--- src/sv/sfsf_pkg.sv ---
// shared types, constants and the payload signature match for the syn flood filter
// used by sfsf_regs, sfsf_cell and syn_flood_and_signature_filter
package sfsf_pkg;

  localparam int TABLE_ENTRIES = 256;

  localparam logic [15:0] ETHERTYPE_IPV4 = 16'h0800;
  localparam logic [7:0]  PROTO_TCP      = 8'd6;

  localparam logic [31:0] THRESHOLD_RESET = 32'd1000;
  localparam logic [63:0] WINDOW_RESET    = 64'd100000000;
  localparam logic [31:0] COUNT_MAX       = 32'hFFFF_FFFF;

  // register select values, compared with paddr[3] (byte offsets 0x0 and 0x8)
  localparam logic REG_THRESHOLD = 1'b0;
  localparam logic REG_WINDOW    = 1'b1;

  localparam logic [1:0] EVENT_NONE  = 2'd0;
  localparam logic [1:0] EVENT_FLOOD = 2'd1;
  localparam logic [1:0] EVENT_UNION = 2'd2;

  localparam logic [7:0] CASE_BIT = 8'h20;
  localparam logic [7:0] CHAR_U = 8'h75;  // 'u'
  localparam logic [7:0] CHAR_N = 8'h6E;  // 'n'
  localparam logic [7:0] CHAR_I = 8'h69;  // 'i'
  localparam logic [7:0] CHAR_O = 8'h6F;  // 'o'

  typedef struct packed {
    logic [15:0] ethertype;
    logic [7:0]  ip_protocol;
    logic [31:0] source_address;
    logic        headers_present;
    logic        syn_bit;
    logic        ack_bit;
    logic        payload_present;
    logic [39:0] payload_head;
    logic [63:0] now_ns;
  } sfsf_in_t;

  typedef struct packed {
    logic        drop;
    logic        event_valid;
    logic [1:0]  event_id;
    logic [31:0] event_address;
  } sfsf_out_t;

  typedef struct packed {
    logic [31:0] flood_threshold;
    logic [63:0] window_ns;
  } sfsf_cfg_t;

  // request travelling down the cell chain
  typedef struct packed {
    logic        valid;
    logic        track;   // tcp syn without ack, goes through the table
    logic        found;   // an entry has already taken this request
    logic        flood;
    logic        sig;     // union signature seen in payload
    logic [31:0] addr;
    logic [63:0] now;
  } sfsf_req_t;

  function automatic logic union_match(input logic [39:0] head);
    logic [7:0] word [5];
    logic       ok;
    word[0] = CHAR_U;
    word[1] = CHAR_N;
    word[2] = CHAR_I;
    word[3] = CHAR_O;
    word[4] = CHAR_N;
    ok = 1'b1;
    for (int k = 0; k < 5; k++) begin
      if ((head[39 - 8 * k -: 8] | CASE_BIT) != word[k]) begin
        ok = 1'b0;
      end
    end
    return ok;
  endfunction

endpackage

--- src/sv/sfsf_regs.sv ---
// apb configuration registers: flood threshold and syn window
// depends on sfsf_pkg
module sfsf_regs (
  input  logic               clk,
  input  logic               rst,
  input  logic               psel,
  input  logic               penable,
  input  logic               pwrite,
  input  logic [3:0]         paddr,
  input  logic [63:0]        pwdata,
  output logic [63:0]        prdata,
  output logic               pready,
  output sfsf_pkg::sfsf_cfg_t cfg
);
  import sfsf_pkg::*;

  logic wr_en;

  assign wr_en  = psel && penable && pwrite;
  assign pready = 1'b1;

  always_ff @(posedge clk) begin
    if (rst) begin
      cfg.flood_threshold <= THRESHOLD_RESET;
      cfg.window_ns       <= WINDOW_RESET;
    end else if (wr_en) begin
      unique case (paddr[3])
        REG_THRESHOLD: cfg.flood_threshold <= pwdata[31:0];
        REG_WINDOW:    cfg.window_ns       <= pwdata;
        default:       ;
      endcase
    end
  end

  always_comb begin
    unique case (paddr[3])
      REG_THRESHOLD: prdata = {32'd0, cfg.flood_threshold};
      REG_WINDOW:    prdata = cfg.window_ns;
      default:       prdata = '0;
    endcase
  end

endmodule

--- config.mk ---
export PLATFORM = sky130hd
export DESIGN_NAME = sfsf_regs
export DESIGN_NICKNAME = d
export VERILOG_FILES = /design/src/sv/sfsf_pkg.sv /design/src/sv/sfsf_regs.sv
export SDC_FILE = /design/constraint.sdc
export NUM_CORES = 1
export LEC_CHECK = 0
export BUFFER_PORTS_ARGS = -buffer_cell sky130_fd_sc_hd__clkbuf_2
export CORE_ASPECT_RATIO = 0.6
export CORE_MARGIN = 3
export CORE_UTILIZATION = 46
export DETAILED_ROUTE_END_ITERATION = 8
export HOLD_SLACK_MARGIN = 0.12
export PLACE_DENSITY = 0.8
export SYNTH_ARGS = -nofsm -noshare
export SYNTH_HDL_FRONTEND = slang
export SYNTH_SLANG_ARGS = --single-unit
--- constraint.sdc ---
create_clock -name clk -period 1.3 [get_ports clk]
set_clock_uncertainty 0.05 [all_clocks]
set_input_delay 0.195 -clock clk [delete_from_list [all_inputs] [get_ports clk]]
set_output_delay 0.195 -clock clk [all_outputs]
set_load 0.005 [all_outputs]
==> impl_metrics.toml, run 1 <==
[grt]
grt_overflow = 0
grt_max_degree = 68
grt_antenna_before_repair = 0
grt_use_total = 0.230
grt_pass1_wl_mm = 21.6
grt_pass1_vias = 4427

[cells_and_area]
design_area_mm2 = 0.00717
largestRegisters = "cfg x96"
largest_reg_flops = 96
instances_no_fill = 900
nFillCells = 712
fin_nets = 838
area_growth_pct = 52.1
final_util = 0.750
top_register = "cfg"
antennaDiodeCount = 0
layout-drive-gt1-share = 0.469

[run]
maxCapViolCount = 0

[drt]
drc_errors = 0
vias = 4293
ant_nets = 0
dr.pass1.iters = 4
post_drt_wl_per_cell_um = 15.2
drtIter0Drc = 151
via_per_inst = 4.77
wirelength_mm = 13.7

[clocking]
cts-root-buf = "clkbuf_16"
cts_tree = "done"
numCtsBuffers = 9
worstSkewPairLatency_ns = 0.32
cts.clk_slew.worst_paths_ns = 0.07
clockBufferDepth = 2
h-tree-depth = 3
cts.sinks = 96

[sta]
rsz0062_at_grt = "true"
setup_viol = 3
fin_ws_ns = -0.00695
tns_ns = -0.0150
fmax_mhz = 765
period_needed_ns = 1.31
period_share = 1.01
hold_viol_final = 0
maxSlewViolCount = 0

[hold_path]
hold_class = "input pin to register"

[floorplan]
start_util = 0.493
design.core.area_mm2 = 0.00956
dieArea_mm2 = 0.0115
die_height_um = 84.4
rows = 27
die_x_um = 137
io_pins = 234

[placed_design]
dp.cells = 809
port_buffers = 229
hpwlAfterDp_mm = 9.33
place_area_mm2 = 0.00603
gp_congestion = 0.749

[logic_synthesis]
synth_seq_cells = 96
syn_inst = 474
synthesis.nets = 547
synth_seq_area_share = 0.408
ys_warn_count = 0
syn_area_mm2 = 0.00471
synthDistinctLibCells = 15
avgSynthCellArea_um2 = 9.95

[worst_setup_path]
cp-end-kind = "output port"
crit_fanout = 3
crit_arrival_ns = 1.06
path_class = "register to output port"
cp.required_ns = 1.05
start_kind = "register"

[pwr]
power_leakage_nw = 3.30
power.density_mw_per_mm2 = 916
peakVddDrop_mv = 0.594

[outcome]
violations = "setup timing"
status = "finished with violations"
cell families after synthesis:
| family | after synthesis | synth area share |
|---|---|---|
| buffers and inverters | 37 | 0.0467 |
| multiplexers | 128 | 0.280 |
| other | 1 | 0.000795 |
| flip-flops | 96 | 0.408 |
| AND/OR/NAND/NOR | 212 | 0.265 |
synth_stat cells:
master,instances,area share
and4_1,1,0.0019
nand4b_1,1,0.0019
dfxtp_1,96,0.41
mux2i_1,96,0.20
mux2_2,32,0.076
nand4_1,1,0.0013
and2_1,32,0.042
buf_4,3,0.0048
nor2_1,35,0.028
conb_1,1,0.00080
clkbuf_1,18,0.014
and4b_1,1,0.0021
buf_6,8,0.019
nand2b_1,141,0.19
buf_2,8,0.0085
area by class of cell:
class / instances / area, um^2 / area share
clock inverter: 5 / 56.3 / 0.00785
clock buffer: 11 / 233 / 0.0324
tap: 130 / 163 / 0.0227
multi-input combinational: 341 / 2610 / 0.364
sequential: 96 / 2000 / 0.278
timing repair buffer: 317 / 2110 / 0.294
per-layer routing:
metal	global-route usage	part of all wire	up-vias
li1	-	-	2123
met1	0.257	0.41	2027
met2	0.437	0.53	123
met3	0.0509	0.048	20
met4	0.0650	0.018	0
met5	0	0	-
worst max-delay path: stages (launching register included):
cell	delay [ns]
dfxtp_2	0.34
mux2_4	0.28
buf_6	0.12
final timing paths:
kind | from | to | slack (ns) | depth (start not counted)
worst min-delay path | penable | cfg[89] | 0.32 | 4
worst max register to register | cfg[15] | cfg[15] | 0.53 | 3
worst min register to register | cfg[9] | cfg[9] | 0.43 | 2
worst max-delay path | cfg[84] | prdata[20] | -0.007 | 2
cell usage in the layout (no fill, tap or decap), types with 2 or more instances in the layout:
cell,instances
and2_1,32
buf_12,10
buf_4,16
buf_6,2
clkbuf_1,2
clkbuf_16,9
clkbuf_2,225
clkinv_2,2
dfxtp_1,36
dfxtp_2,60
dlygate4sd3_1,64
mux2_2,22
mux2_4,10
mux2i_1,96
nand2b_1,141
nor2_1,35
repair_timing:
action                                  in CTS  in global routing
hold buffers                                64                  0
pin swaps                                    0                  0
endpoints found under the hold margin       91                  0
endpoints found under the setup margin      32                 32
gates resized for setup                     11                 64
buffers inserted                             2                  9
where the power goes:
part,leakage [nW],total (mW),switching [mW],internal (mW)
Combinational,2.36,0.927,0.372,0.554
Clock,0.140,2.58,1.08,1.49
Sequential,0.792,3.07,0.0538,3.01
metrics by stage:
step	power [mW]	hold WS, ns	setup WS [ns]
after floorplan	3.52	0.300	0.164
after global placement	3.83	0.391	-0.00905
after detailed placement	3.86	0.398	-0.0344
after CTS	6.59	0.321	-0.00366
after global routing	6.84	0.326	-0.0391
final	6.57	0.322	-0.00695
Power figures use the tool's default switching activity.
==> inputs of run 2 (changes only) <==
Clock period 1.3 ns to 1.5 ns, I/O delays scaled along.
==> run 2 against run 1 <==
The flow now finishes without violations. Register-to-register slack better by 0.25 ns. Combinational power is 18% lower. Critical endpoint is now prdata[18]. Global-route usage is 0.92 points lower. Critical path depth is 2 higher.
==> impl_metrics.toml, run 2 (synthesis results as in run 1) <==
[placed_design]
place_area_mm2 = 0.00599
hpwlAfterDp_mm = 9.17
port_buffers = 229
gp_congestion = 0.765
dp.cells = 807

[pwr]
p_sw_frac = 0.237
internal-power_mw = 4.38
p_sw_mw = 1.36
clkPwrFrac = 0.406
power_leakage_nw = 3.16
share_comb_of_total_power = 0.132
power.density_mw_per_mm2 = 830
seq_power_share = 0.462
peakVddDrop_mv = 0.493

[clocking]
cts-root-buf = "clkbuf_16"
cts.sinks = 96
ctsHoldBuffers = 61
cts_tree = "done"
worstSkewPairLatency_ns = 0.33
cts_resized = 0
numCtsBuffers = 9
clockBufferDepth = 2
post_cts_buffers = 0
cts.clk_slew.worst_paths_ns = 0.07
h-tree-depth = 3

[floorplan]
die_x_um = 137
design.core.area_mm2 = 0.00956
io_pins = 234
start_util = 0.493
dieArea_mm2 = 0.0115
die_height_um = 84.4
rows = 27

[cells_and_area]
largestRegisters = "cfg x96"
antennaDiodeCount = 0
layout_commonest_cell = "clkbuf_2"
area_growth_pct = 46.5
top_register = "cfg"
layout_common_cells = "clkbuf_2, nand2b_1, mux2i_1, dfxtp_1, dlygate4sd3_1"
fin_nets = 822
nFillCells = 692
largest_reg_flops = 96
layout-drive-gt1-share = 0.383
design_area_mm2 = 0.00691
instances_no_fill = 884

[grt]
grt_max_degree = 108
grt_overflow = 0
grt_use_total = 0.221
grt_pass1_vias = 4241
grt_pass1_wl_mm = 20.7
grt_antenna_before_repair = 0

[sta]
setup_viol = 0
period_needed_ns = 1.41
rsz0062_at_grt = "false"
maxSlewViolCount = 0
tns_ns = 0
fmax_mhz = 710
period_share = 0.939
hold_viol_final = 0

[worst_setup_path]
r2r_start = "cfg[36]"
r2r_slack_ns = 0.78
crit_fanout = 18
worstReg2RegEnd = "cfg[36]"
reg2regPathDepth = 2
cp_common_cell = "clkbuf_2"
cp.required_ns = 1.22
path_class = "input pin to output port"
crit_path_max_incr_delay_ns = 0.35
slowest_stage = "mux2_2"
path_cells = "clkbuf_2, buf_12, mux2_2, clkbuf_2"
crit_arrival_ns = 1.13
start_kind = "input pin"
cp-end-kind = "output port"

[drt]
vias = 4243
via_per_inst = 4.80
ant_nets = 0
post_drt_wl_per_cell_um = 14.6
dr.max_layer_used = "met4"
drc_errors = 0
wl_met2_mm = 6.75
dr.pass1.iters = 4
drtIter0Drc = 155
wirelength_mm = 12.9
wl_met1_mm = 5.23
wl_met3_um = 695

[hold_path]
hold_class = "input pin to register"
min_from = "pwdata[48]"
whs_path_depth = 3
min_to = "cfg[48]"

[outcome]
status = "finished, final reports clean"

[run]
maxCapViolCount = 0
## run 2: cell count changes in the layout (fill, tap and decap cells not counted)
cell           change
dfxtp_1           +60
dfxtp_2           -60
buf_4             -12
mux2_2            +10
mux2_4            -10
clkbuf_2           +3
dlygate4sd3_1      -3
buf_12             -2
buf_6              -2
clkinv_2           -2
inv_8              +2
clkbuf_1           -1
clkinvlp_4         +1
## run 2: stage by stage
step	hold WS [ns]	total power [mW]	util	worst slack [ns]
after floorplan	0.330	3.05	-	0.304
after global placement	0.419	3.31	0.627	0.128
after detailed placement	0.429	3.33	0.627	0.0757
after CTS	0.124	5.81	0.723	0.106
after global routing	0.138	5.97	0.723	0.0550
final	0.135	5.74	0.723	0.0921
## run 2: area by class of cell
type	instances	area (um^2)	area share
clock inverters	6	76.3	0.0110
flip-flops and latches	96	1920	0.278
repair buffers	301	1940	0.281
clock buffers	10	229	0.0331
well taps	130	163	0.0235
multi-input cells	341	2580	0.373
## run 2: worst max-delay path by stage
| stage | cells after the start | slack, ns | endpoint | startpoint |
|---|---|---|---|---|
| 2_1_floorplan | 3 | 0.30 | prdata[14] | paddr[3] |
| 3_3_place_gp | 4 | 0.13 | prdata[17] | paddr[3] |
| 3_5_place_dp | 4 | 0.08 | cfg[36] | paddr[3] |
| 4_1_cts | 4 | 0.11 | prdata[22] | paddr[3] |
| 5_1_grt | 4 | 0.06 | prdata[24] | paddr[3] |
| 6_report | 4 | 0.09 | prdata[18] | paddr[3] |
## run 2: power groups by stage
stage | Combinational [mW] | Clock [mW] | Sequential (mW)
detailed placement | 0.626 | 0 | 2.71
CTS | 0.757 | 2.40 | 2.65
global route | 0.826 | 2.49 | 2.66
floorplan | 0.348 | 0 | 2.70
finish | 0.757 | 2.33 | 2.65
global placement | 0.606 | 0 | 2.70
## run 2: per-layer routing
| layer | vias to the layer above | track usage |
|---|---|---|
| li1 | 2086 | - |
| met5 | - | 0 |
| met4 | 0 | 0.0668 |
| met2 | 140 | 0.413 |
| met3 | 24 | 0.0491 |
| met1 | 1993 | 0.250 |
## run 2: worst max-delay path: cells and delay by family
kind / cells / cell delay [ns]
buffers and inverters: 3 / 0.55
multiplexers: 1 / 0.35
