--- config.mk ---
export PLATFORM = sky130hd
export DESIGN_NAME = sfsf_cell
export DESIGN_NICKNAME = d
export VERILOG_FILES = /design/src/sv/sfsf_pkg.sv /design/src/sv/sfsf_cell.sv
export SDC_FILE = /design/constraint.sdc
export NUM_CORES = 1
export LEC_CHECK = 0
export BUFFER_PORTS_ARGS = -buffer_cell sky130_fd_sc_hd__buf_2
export CORE_MARGIN = 1
export CORE_UTILIZATION = 55
export CTS_CLUSTER_DIAMETER = 50
export DETAILED_ROUTE_END_ITERATION = 10
export GPL_ROUTABILITY_DRIVEN = 0
export HOLD_SLACK_MARGIN = 0.08
export PLACE_DENSITY = 0.9
export SYNTH_ARGS = -nofsm -noshare
export SYNTH_HDL_FRONTEND = slang
export SYNTH_SLANG_ARGS = --single-unit
--- constraint.sdc ---
create_clock -name clk -period 46.2 [get_ports clk]
set_clock_uncertainty 0.2 [all_clocks]
set_input_delay 11.55 -clock clk [delete_from_list [all_inputs] [get_ports clk]]
set_output_delay 11.55 -clock clk [all_outputs]
set_load 0.02 [all_outputs]
--- src/sv/sfsf_pkg.sv ---
// shared types, constants and the payload signature match for the syn flood filter
// used by sfsf_regs, sfsf_cell and syn_flood_and_signature_filter
package sfsf_pkg;

  localparam int TABLE_ENTRIES = 256;

  localparam logic [15:0] ETHERTYPE_IPV4 = 16'h0800;
  localparam logic [7:0]  PROTO_TCP      = 8'd6;

  localparam logic [31:0] THRESHOLD_RESET = 32'd1000;
  localparam logic [63:0] WINDOW_RESET    = 64'd100000000;
  localparam logic [31:0] COUNT_MAX       = 32'hFFFF_FFFF;

  // register select values, compared with paddr[3] (byte offsets 0x0 and 0x8)
  localparam logic REG_THRESHOLD = 1'b0;
  localparam logic REG_WINDOW    = 1'b1;

  localparam logic [1:0] EVENT_NONE  = 2'd0;
  localparam logic [1:0] EVENT_FLOOD = 2'd1;
  localparam logic [1:0] EVENT_UNION = 2'd2;

  localparam logic [7:0] CASE_BIT = 8'h20;
  localparam logic [7:0] CHAR_U = 8'h75;  // 'u'
  localparam logic [7:0] CHAR_N = 8'h6E;  // 'n'
  localparam logic [7:0] CHAR_I = 8'h69;  // 'i'
  localparam logic [7:0] CHAR_O = 8'h6F;  // 'o'

  typedef struct packed {
    logic [15:0] ethertype;
    logic [7:0]  ip_protocol;
    logic [31:0] source_address;
    logic        headers_present;
    logic        syn_bit;
    logic        ack_bit;
    logic        payload_present;
    logic [39:0] payload_head;
    logic [63:0] now_ns;
  } sfsf_in_t;

  typedef struct packed {
    logic        drop;
    logic        event_valid;
    logic [1:0]  event_id;
    logic [31:0] event_address;
  } sfsf_out_t;

  typedef struct packed {
    logic [31:0] flood_threshold;
    logic [63:0] window_ns;
  } sfsf_cfg_t;

  // request travelling down the cell chain
  typedef struct packed {
    logic        valid;
    logic        track;   // tcp syn without ack, goes through the table
    logic        found;   // an entry has already taken this request
    logic        flood;
    logic        sig;     // union signature seen in payload
    logic [31:0] addr;
    logic [63:0] now;
  } sfsf_req_t;

  function automatic logic union_match(input logic [39:0] head);
    logic [7:0] word [5];
    logic       ok;
    word[0] = CHAR_U;
    word[1] = CHAR_N;
    word[2] = CHAR_I;
    word[3] = CHAR_O;
    word[4] = CHAR_N;
    ok = 1'b1;
    for (int k = 0; k < 5; k++) begin
      if ((head[39 - 8 * k -: 8] | CASE_BIT) != word[k]) begin
        ok = 1'b0;
      end
    end
    return ok;
  endfunction

endpackage

--- src/sv/sfsf_cell.sv ---
// one table entry of the source tracker plus one stage of the request chain
// depends on sfsf_pkg
module sfsf_cell (
  input  logic                clk,
  input  logic                rst,
  input  logic                adv,
  input  sfsf_pkg::sfsf_cfg_t cfg,
  input  sfsf_pkg::sfsf_req_t req_in,
  output sfsf_pkg::sfsf_req_t req_out,
  output logic                ent_valid
);
  import sfsf_pkg::*;

  logic [31:0] key;
  logic [31:0] cnt;
  logic [63:0] stamp;

  logic        probe;
  logic        hit;
  logic        claim;
  logic [63:0] gap;
  logic [31:0] cnt_next;
  sfsf_req_t   req_next;

  assign probe = req_in.valid && req_in.track && !req_in.found;
  assign hit   = probe && ent_valid && (key == req_in.addr);
  // entries fill from the bottom, so the first empty cell seen is the lowest free one
  assign claim = probe && !ent_valid;
  assign gap   = req_in.now - stamp;

  always_comb begin
    if (claim || (gap > cfg.window_ns)) begin
      cnt_next = 32'd1;
    end else if (cnt == COUNT_MAX) begin
      cnt_next = cnt;
    end else begin
      cnt_next = cnt + 32'd1;
    end
  end

  always_comb begin
    req_next = req_in;
    if (hit || claim) begin
      req_next.found = 1'b1;
      req_next.flood = cnt_next > cfg.flood_threshold;
    end
  end

  always_ff @(posedge clk) begin
    if (rst) begin
      ent_valid <= 1'b0;
      req_out   <= '0;
    end else if (adv) begin
      req_out <= req_next;
      if (hit || claim) begin
        ent_valid <= 1'b1;
        key       <= req_in.addr;
        cnt       <= cnt_next;
        stamp     <= req_in.now;
      end
    end
  end

endmodule

==> results of run 1 <==
-- worst max-delay path by stage --
stage               slack [ns]                        to  startpoint
global placement         27.62  req_out[97]$_SDFFE_PP0P_   req_in[0]
detailed placement       27.46  req_out[97]$_SDFFE_PP0P_   req_in[0]
finish                   27.86  req_out[97]$_SDFFE_PP0P_   req_in[0]
CTS                      27.98  req_out[97]$_SDFFE_PP0P_   req_in[0]
floorplan                23.37          cnt[0]$_DFFE_PP_         adv
global route             27.50  req_out[97]$_SDFFE_PP0P_  req_in[22]
-- layer usage --
layer / share of wire, % / wire [um] / track usage (%) / vias to the layer above
met5: 0 / 0 / 0 / -
met4: 4.9 / 1980 / 14.4 / 0
met3: 7.5 / 3000 / 4.77 / 139
met2: 47 / 18900 / 46.6 / 645
met1: 40 / 16200 / 33.6 / 6179
li1: - / - / - / 6251
-- critical path, delay by kind of cell --
family / cells / cell delay [ns]
buffers and inverters: 4 / 0.48
and+or+nand+nor: 1 / 0.20
xor gates and xnor gates: 1 / 0.16
AOI/OAI and AO/OA: 23 / 4.98
adders and majority gates: 4 / 1.12
-- final cells by class --
type	instances	area [sq um]	area share, %
multi-input combinational	1135	8280	46.3
sequential	230	5890	32.9
timing repair buffer	306	1550	8.69
clock buffer	36	803	4.49
inverter	180	676	3.78
tap	341	427	2.39
clock inverter	20	244	1.36
antenna	3	7.51	0.0420
-- power by group through the flow --
stage,registers [mW],clock network (mW),logic [mW]
floorplan,0.237,0,0.0692
global placement,0.230,0,0.107
detailed placement,0.231,0,0.112
CTS,0.226,0.242,0.114
global route,0.227,0.250,0.126
finish,0.227,0.239,0.115
-- cells in the final DEF (no fill, tap or decap), drive strengths merged, types with 13 or more instances in the layout --
cell type  count
a21o          77
a21oi         99
a31oi         13
buf          306
clkbuf        36
dfxtp        102
edfxtp       128
ha           160
inv          189
mux2i        101
nand2         62
nand3         27
nand4         55
nor2         193
nor2b         14
nor3          18
o21ai         45
o21bai        14
xnor2         66
xor2          56
-- flip-flops by register name, summed over array words and instances (netlist names) --
signal,cells
ent_valid,1
req_out,101
stamp,64
cnt,32
key,32
-- logic make-up (layout without fill, tap and decap cells) --
family / after synthesis / after routing / share of synthesized area [%]
muxes: 101 / 101 / 6.73
AOI/OAI and AO/OA: 319 / 319 / 14.2
and+or+nand+nor: 432 / 432 / 13.6
adders and majority gates: 161 / 161 / 13.5
buffers and inverters: 230 / 542 / 5.79
xor gates and xnor gates: 122 / 122 / 7.11
DFF: 230 / 230 / 39.2
other: 0 / 3 / 0
==> results.toml, run 1 <==
[clock_network]
cts_tree = "yes"
ctsLongestPathBuffers = 3
hold_buffers = 0
cts_setup_buffers = 0
clock_latency_ns = 0.56
numCtsBuffers = 30
root_buffer = "clkbuf_16"
cts_resized = 0
htreeDepth = 1
path_clk_slew_ns = 0.06
clock-sinks = 230

[synthesis]
synth_most_common_cell = "nor2_1"
yosysSeqAreaShare_pct = 39.2
syn-num-nets = 1956
ys_types = 67
yosys.area.top_type = "edfxtp_1"
ys_top_cells_by_area = "edfxtp_1, dfxtp_1, ha_1"
synth_area_per_cell_sq_um = 9.42
synth-seq-cells = 230
synth_top_area_share_pct = 25.6
netlist_instances = 1595
synth_warnings = 0
synth_commonest_cells = "nor2_1, inv_1, ha_1, edfxtp_1, dfxtp_1"
async_flop_share_pct = 0
ys.flop_type = "edfxtp_1"
synthesis.area_sq_um = 15000
synth_edf_count = 128

[grt]
grt-ovfl-total = 0
first_global_vias = 12800
grt_max_degree = 82
grt_pass1_wl_um = 62600
track_usage_pct = 27.6
antenna_found_initial = 3

[sta]
final.setup.tns_ns = 0
maxSlewViolCount = 0
period_minus_slack_ns = 18.34
hold_viol = 0
fin_ws_ns = 27.86
worstMarginPinSlew_ns = 1.11
timing.slew.headroom_pct = 25.9
fin_crit_sh_pct = 39.7
fmaxAchievable_mhz = 54.5
whs_ns = 0.289
rsz0062_at_grt = "no"
setup_viol = 0

[worst_setup_path]
r2r_slack_ns = 38.66
r2r_start = "stamp[0]$_DFFE_PP_"
crit_path_start_kind = "input pin"
path_common_cell = "a21o_1"
slowest_stage = "a221oi_2"
critPathKind = "in -> reg"
crit_fanout = 33
timing.rr.end = "req_out[97]$_SDFFE_PP0P_"
cp.arrival_ns = 18.51
cp.required_ns = 46.37
endpoint_kind = "flop"
reg2reg_depth = 31
max_stage_delay_ns = 0.42

[min_path]
hold_end = "req_out[29]$_SDFFE_PP0P_"
hp-class = "reg -> reg"
whs_path_depth = 2
min-delay-start = "req_out[29]$_SDFFE_PP0P_"

[floorplan]
fp.dieW_um = 167
core.rowCount = 60
fp.dieH_um = 167
initial_core_util_pct = 55.9
io_pins = 302
dieArea_sq_um = 28000
coreArea_sq_um = 26900

[layout]
nNetsFinal = 2244
final_layout_size_suffix_gt1_share_pct = 20.0
utilization_pct = 66.5
final_design_area_no_fill_sq_um = 17900
fin_cells = 2251
num-fill-cells = 1988
area_growth_pct = 18.9

[run]
maxCapViolations = 0

[route]
viasPerCell = 5.87
drt-total-wl_um = 40000
drt-initial-drc-count = 1212
wl_per_cell_um = 17.8
ant_nets = 0
drcViolationCount = 0
drt_pass1_iterations = 8
vias = 13200

[pwr]
seqPwrFrac_pct = 39.0
netSwitchingFraction_pct = 29.4
p_sw_mw = 0.171
p_leak_nw = 8.72
power.share.clock_pct = 41.2
power_density_nw_per_um2 = 32.5
share_comb_of_total_power_pct = 19.8
ir_drop_uv = 32.2
total_power_mw = 0.581
intPower_mw = 0.410

[place]
place.detailed.hpwl_um = 30400
dp_slack_ns = 27.46
dp_cells = 2192
place_area_sq_um = 16800
port_buffers = 301

[status]
status = "completed"
(Power assumes the default switching activity.)
==> run 2: changes to the inputs <==
==> constraint.sdc (replaced) <==
create_clock -name clk -period 18.2 [get_ports clk]
set_clock_uncertainty 0.2 [all_clocks]
set_input_delay 4.55 -clock clk [delete_from_list [all_inputs] [get_ports clk]]
set_output_delay 4.55 -clock clk [all_outputs]
set_load 0.02 [all_outputs]
==> results.toml, run 2 (same netlist as run 1, synthesis figures left out) <==
[route]
wl_per_cell_um = 17.9
vias = 13200
drt_pass1_iterations = 6
drcViolationCount = 0
drt-initial-drc-count = 1246
drt-total-wl_um = 40300
viasPerCell = 5.87
ant_nets = 0

[clock_network]
cts_setup_buffers = 0
numCtsBuffers = 30
hold_buffers = 0
root_buffer = "clkbuf_16"
ctsLongestPathBuffers = 3
clock_latency_ns = 0.57
clock-sinks = 230
htreeDepth = 1
cts_tree = "yes"
path_clk_slew_ns = 0.06
cts_resized = 0

[worst_setup_path]
r2r_start = "stamp[0]$_DFFE_PP_"
crit_fanout = 33
timing.rr.end = "req_out[97]$_SDFFE_PP0P_"
endpoint_kind = "flop"
critPathKind = "in -> reg"
cp.arrival_ns = 11.64
slowest_stage = "a221oi_2"
cp.required_ns = 18.40
r2r_slack_ns = 10.56
reg2reg_depth = 33
path_common_cell = "a21o_1"
crit_path_start_kind = "input pin"
max_stage_delay_ns = 0.42

[layout]
area_growth_pct = 18.8
final_design_area_no_fill_sq_um = 17900
mostFrequentLayoutCells = "buf_2, nor2_1, inv_1, ha_1, edfxtp_1"
top_regs = "req_out: 101 flops, stamp: 64 flops"
regMostFlops = "req_out"
num-fill-cells = 1966
fin_cells = 2251
largest_register_ffs = 101
final_layout_size_suffix_gt1_share_pct = 20.0
final_common_cell = "buf_2"
nNetsFinal = 2244

[place]
place_area_sq_um = 16800
dp_cells = 2192
place.detailed.hpwl_um = 30800
port_buffers = 301

[pwr]
ir_drop_uv = 98.0
power_density_nw_per_um2 = 81.8
p_leak_nw = 8.71

[grt]
first_global_vias = 13000
antenna_found_initial = 2
grt_max_degree = 82
grt-ovfl-total = 0
track_usage_pct = 27.8
grt_pass1_wl_um = 63200

[floorplan]
dieArea_sq_um = 28000
io_pins = 302
fp.dieH_um = 167
coreArea_sq_um = 26900
core.rowCount = 60
initial_core_util_pct = 55.9
fp.dieW_um = 167

[sta]
setup_viol = 0
fin_crit_sh_pct = 62.8
maxSlewViolCount = 0
rsz0062_at_grt = "no"
worstMarginPinSlew_ns = 1.11
fmaxAchievable_mhz = 87.4
period_minus_slack_ns = 11.44
timing.slew.headroom_pct = 26.2
hold_viol = 0
final.setup.tns_ns = 0

[min_path]
min-delay-start = "req_out[29]$_SDFFE_PP0P_"
whs_path_depth = 2
hp-class = "reg -> reg"
hold_end = "req_out[29]$_SDFFE_PP0P_"

[run]
maxCapViolations = 0

[status]
status = "completed"
-- run 2: cell types whose count changed in the layout (fill, tap and decap cells not counted), moves of 2 or more --
cell,change
clkinv_8,-2
clkinv_4,+3
clkinv_2,+3
inv_6,-2
clkbuf_8,-2
-- run 2: power breakdown --
part / total, mW / internal, mW / switching (mW)
sequential: 0.575 / 0.567 / 0.00852
combinational: 0.293 / 0.121 / 0.173
clock: 0.591 / 0.339 / 0.252
-- run 2: layer usage --
metal | vias up | wire length, um | track usage (%)
met5 | - | 0 | 0
met2 | 690 | 19200 | 48.3
met4 | 0 | 1750 | 12.7
met1 | 6146 | 16100 | 33.7
li1 | 6247 | - | -
met3 | 134 | 3180 | 4.61
-- run 2: layout make-up --
| type | count | area (sq um) | area share [%] |
|---|---|---|---|
| Timing Repair Buffer | 306 | 1550 | 8.70 |
| Clock buffer | 34 | 797 | 4.46 |
| Tap cell | 341 | 427 | 2.39 |
| Inverter | 180 | 676 | 3.78 |
| Antenna cell | 3 | 7.51 | 0.0420 |
| Sequential cell | 230 | 5890 | 33.0 |
| Clock inverter | 22 | 229 | 1.28 |
| Multi-Input combinational cell | 1135 | 8280 | 46.4 |
-- run 2: stage by stage --
stage	setup slack, ns	power [mW]	utilization (%)	hold WS [ns]
floorplan	2.37	0.778	-	0.356
global placement	6.62	0.857	62.6	0.267
detailed placement	6.35	0.871	62.6	0.277
CTS	6.93	1.46	66.4	0.293
global route	6.61	1.51	66.4	0.308
finish	6.76	1.46	66.4	0.286
-- run 2: worst max path at each step --
stage,slack [ns],endpoint,cells past startpoint,start
final,6.76,req_out[97]$_SDFFE_PP0P_,35,req_in[0]
after CTS,6.93,req_out[97]$_SDFFE_PP0P_,35,req_in[0]
after global routing,6.61,req_out[97]$_SDFFE_PP0P_,35,req_in[0]
after global placement,6.62,req_out[97]$_SDFFE_PP0P_,35,req_in[0]
after detailed placement,6.35,req_out[97]$_SDFFE_PP0P_,35,req_in[0]
after floorplan,2.37,cnt[0]$_DFFE_PP_,4,adv
-- run 2: worst max-delay path: cells and delay by family --
family / cells / cell delay, ns
buffers and inverters: 4 / 0.48
adder cells (fa/ha/maj): 4 / 1.04
AND/OR/NAND/NOR: 2 / 0.32
AO/OA/AOI/OAI: 24 / 5.06
XOR/XNOR: 1 / 0.15
==> run 3: changes to the inputs <==
==> constraint.sdc (replaced) <==
create_clock -name clk -period 10.92 [get_ports clk]
set_clock_uncertainty 0.2 [all_clocks]
set_input_delay 2.73 -clock clk [delete_from_list [all_inputs] [get_ports clk]]
set_output_delay 2.73 -clock clk [all_outputs]
set_load 0.02 [all_outputs]
==> results.toml, run 3 (same netlist as run 1, synthesis figures left out) <==
[sta]
period_minus_slack_ns = 9.73
fin_ws_ns = 1.19
maxSlewViolCount = 0
worstMarginPinSlew_ns = 0.901
hold_viol = 0
setup_viol = 0
fmaxAchievable_mhz = 103
final.setup.tns_ns = 0
timing.slew.headroom_pct = 39.9
fin_crit_sh_pct = 89.1
rsz0062_at_grt = "no"

[route]
ant_nets = 0
wl_per_cell_um = 18.0
drt-total-wl_um = 40500
drt-initial-drc-count = 1194
drcViolationCount = 0
drt_pass1_iterations = 6
vias = 13200
viasPerCell = 5.87

[pwr]
intPower_mw = 1.69
power.share.clock_pct = 39.6
seqPwrFrac_pct = 40.1
total_power_mw = 2.39
netSwitchingFraction_pct = 29.3
power_density_nw_per_um2 = 134
p_sw_mw = 0.700
ir_drop_uv = 124
share_comb_of_total_power_pct = 20.3
p_leak_nw = 8.70

[place]
dp_slack_ns = 0.915
port_buffers = 301
place.detailed.hpwl_um = 30800
place_area_sq_um = 16800

[floorplan]
fp.dieH_um = 167
dieArea_sq_um = 28000
io_pins = 302
initial_core_util_pct = 55.9
coreArea_sq_um = 26900
core.rowCount = 60
fp.dieW_um = 167

[clock_network]
path_clk_slew_ns = 0.06
clock_latency_ns = 0.55
ctsLongestPathBuffers = 3
hold_buffers = 0
cts_resized = 0
root_buffer = "clkbuf_16"
cts_tree = "yes"
numCtsBuffers = 29
htreeDepth = 1
cts_setup_buffers = 0
clock-sinks = 230

[worst_setup_path]
crit_fanout = 33
critPathKind = "in -> reg"
path_common_cell = "a21o_1"
max_stage_delay_ns = 0.57
cp.required_ns = 11.11
critPathLaunch = "req_in[22]"
cp.arrival_ns = 9.92
endpoint_kind = "flop"
slowest_stage = "a211oi_1"
crit_path_start_kind = "input pin"
r2r_start = "stamp[22]$_DFFE_PP_"

[layout]
seqCellArea_sq_um = 5890
largest_register_ffs = 101
nNetsFinal = 2243
mostFrequentLayoutCells = "buf_2, nor2_1, inv_1, ha_1, edfxtp_1"
multiInputGateArea_sq_um = 8290
top_regs = "req_out: 101 flops, stamp: 64 flops"
regMostFlops = "req_out"
area_growth_pct = 18.4
final_common_cell = "buf_2"
utilization_pct = 66.2
final_layout_size_suffix_gt1_share_pct = 19.9
final_design_area_no_fill_sq_um = 17800
num-fill-cells = 2030

[min_path]
min-delay-start = "req_out[15]$_SDFFE_PP0P_"
hp-class = "reg -> reg"

[grt]
track_usage_pct = 28.0
grt-ovfl-total = 0
grt_pass1_wl_um = 63300
first_global_vias = 13100
grt_max_degree = 68
antenna_found_initial = 2

[status]
status = "completed"

[run]
maxCapViolations = 0
## run 3: cell count changes in the layout (fill, tap and decap cells not counted), sizes merged
cell	before	now
clkinv	13	9
diode	3	2
clkinvlp	3	0
inv	185	188
clkbuf	34	35
## run 3: critical path: cells and delay by family
kind                     cells  cell delay [ns]
AO/OA/AOI/OAI               17             3.91
XOR/XNOR                     1             0.21
adder cells (fa/ha/maj)      3             0.99
buffers and inverters        2             0.40
AND/OR/NAND/NOR              7             1.65
## run 3: per-stage QoR
stage / hold WS [ns] / std cells
after detailed placement: 0.279 / 2192
after global placement: 0.268 / 2192
after floorplan: 0.356 / 1595
after CTS: 0.295 / 2245
final: 0.289 / 2247
after global routing: 0.314 / 2247
## run 3: layout make-up
type / count / share of cell area [%]
Sequential cell: 230 / 33.1
Clock buffer: 35 / 4.38
Inverter: 180 / 3.80
Antenna cell: 2 / 0.0281
Timing Repair Buffer: 306 / 8.73
Clock inverter: 18 / 1.01
Tap cell: 341 / 2.40
Multi-Input combinational cell: 1135 / 46.6
## run 3: power by group through the flow
stage,clock (mW),combinational (mW),sequential (mW)
final,0.945,0.486,0.959
after global routing,0.987,0.534,0.961
after CTS,0.954,0.480,0.959
after detailed placement,0,0.475,0.976
after global placement,0,0.454,0.974
after floorplan,0,0.293,1.00
## run 3: path summary, 6_finish.rpt
| kind | to | cells past startpoint | slack, ns |
|---|---|---|---|
| setup / recovery | req_out[97]$_SDFFE_PP0P_ | 30 | 1.19 |
| hold / removal | req_out[15]$_SDFFE_PP0P_ | 2 | 0.29 |
| setup reg to reg | req_out[97]$_SDFFE_PP0P_ | 30 | 3.20 |
| hold reg to reg | req_out[15]$_SDFFE_PP0P_ | 2 | 0.29 |
## run 3: per-layer routing
| layer | wire [um] | GRT usage, % | up-vias |
|---|---|---|---|
| li1 | - | - | 6234 |
| met1 | 16300 | 34.1 | 6137 |
| met2 | 19100 | 47.7 | 678 |
| met3 | 3030 | 4.30 | 141 |
| met4 | 2140 | 14.7 | 0 |
| met5 | 0 | 0 | - |
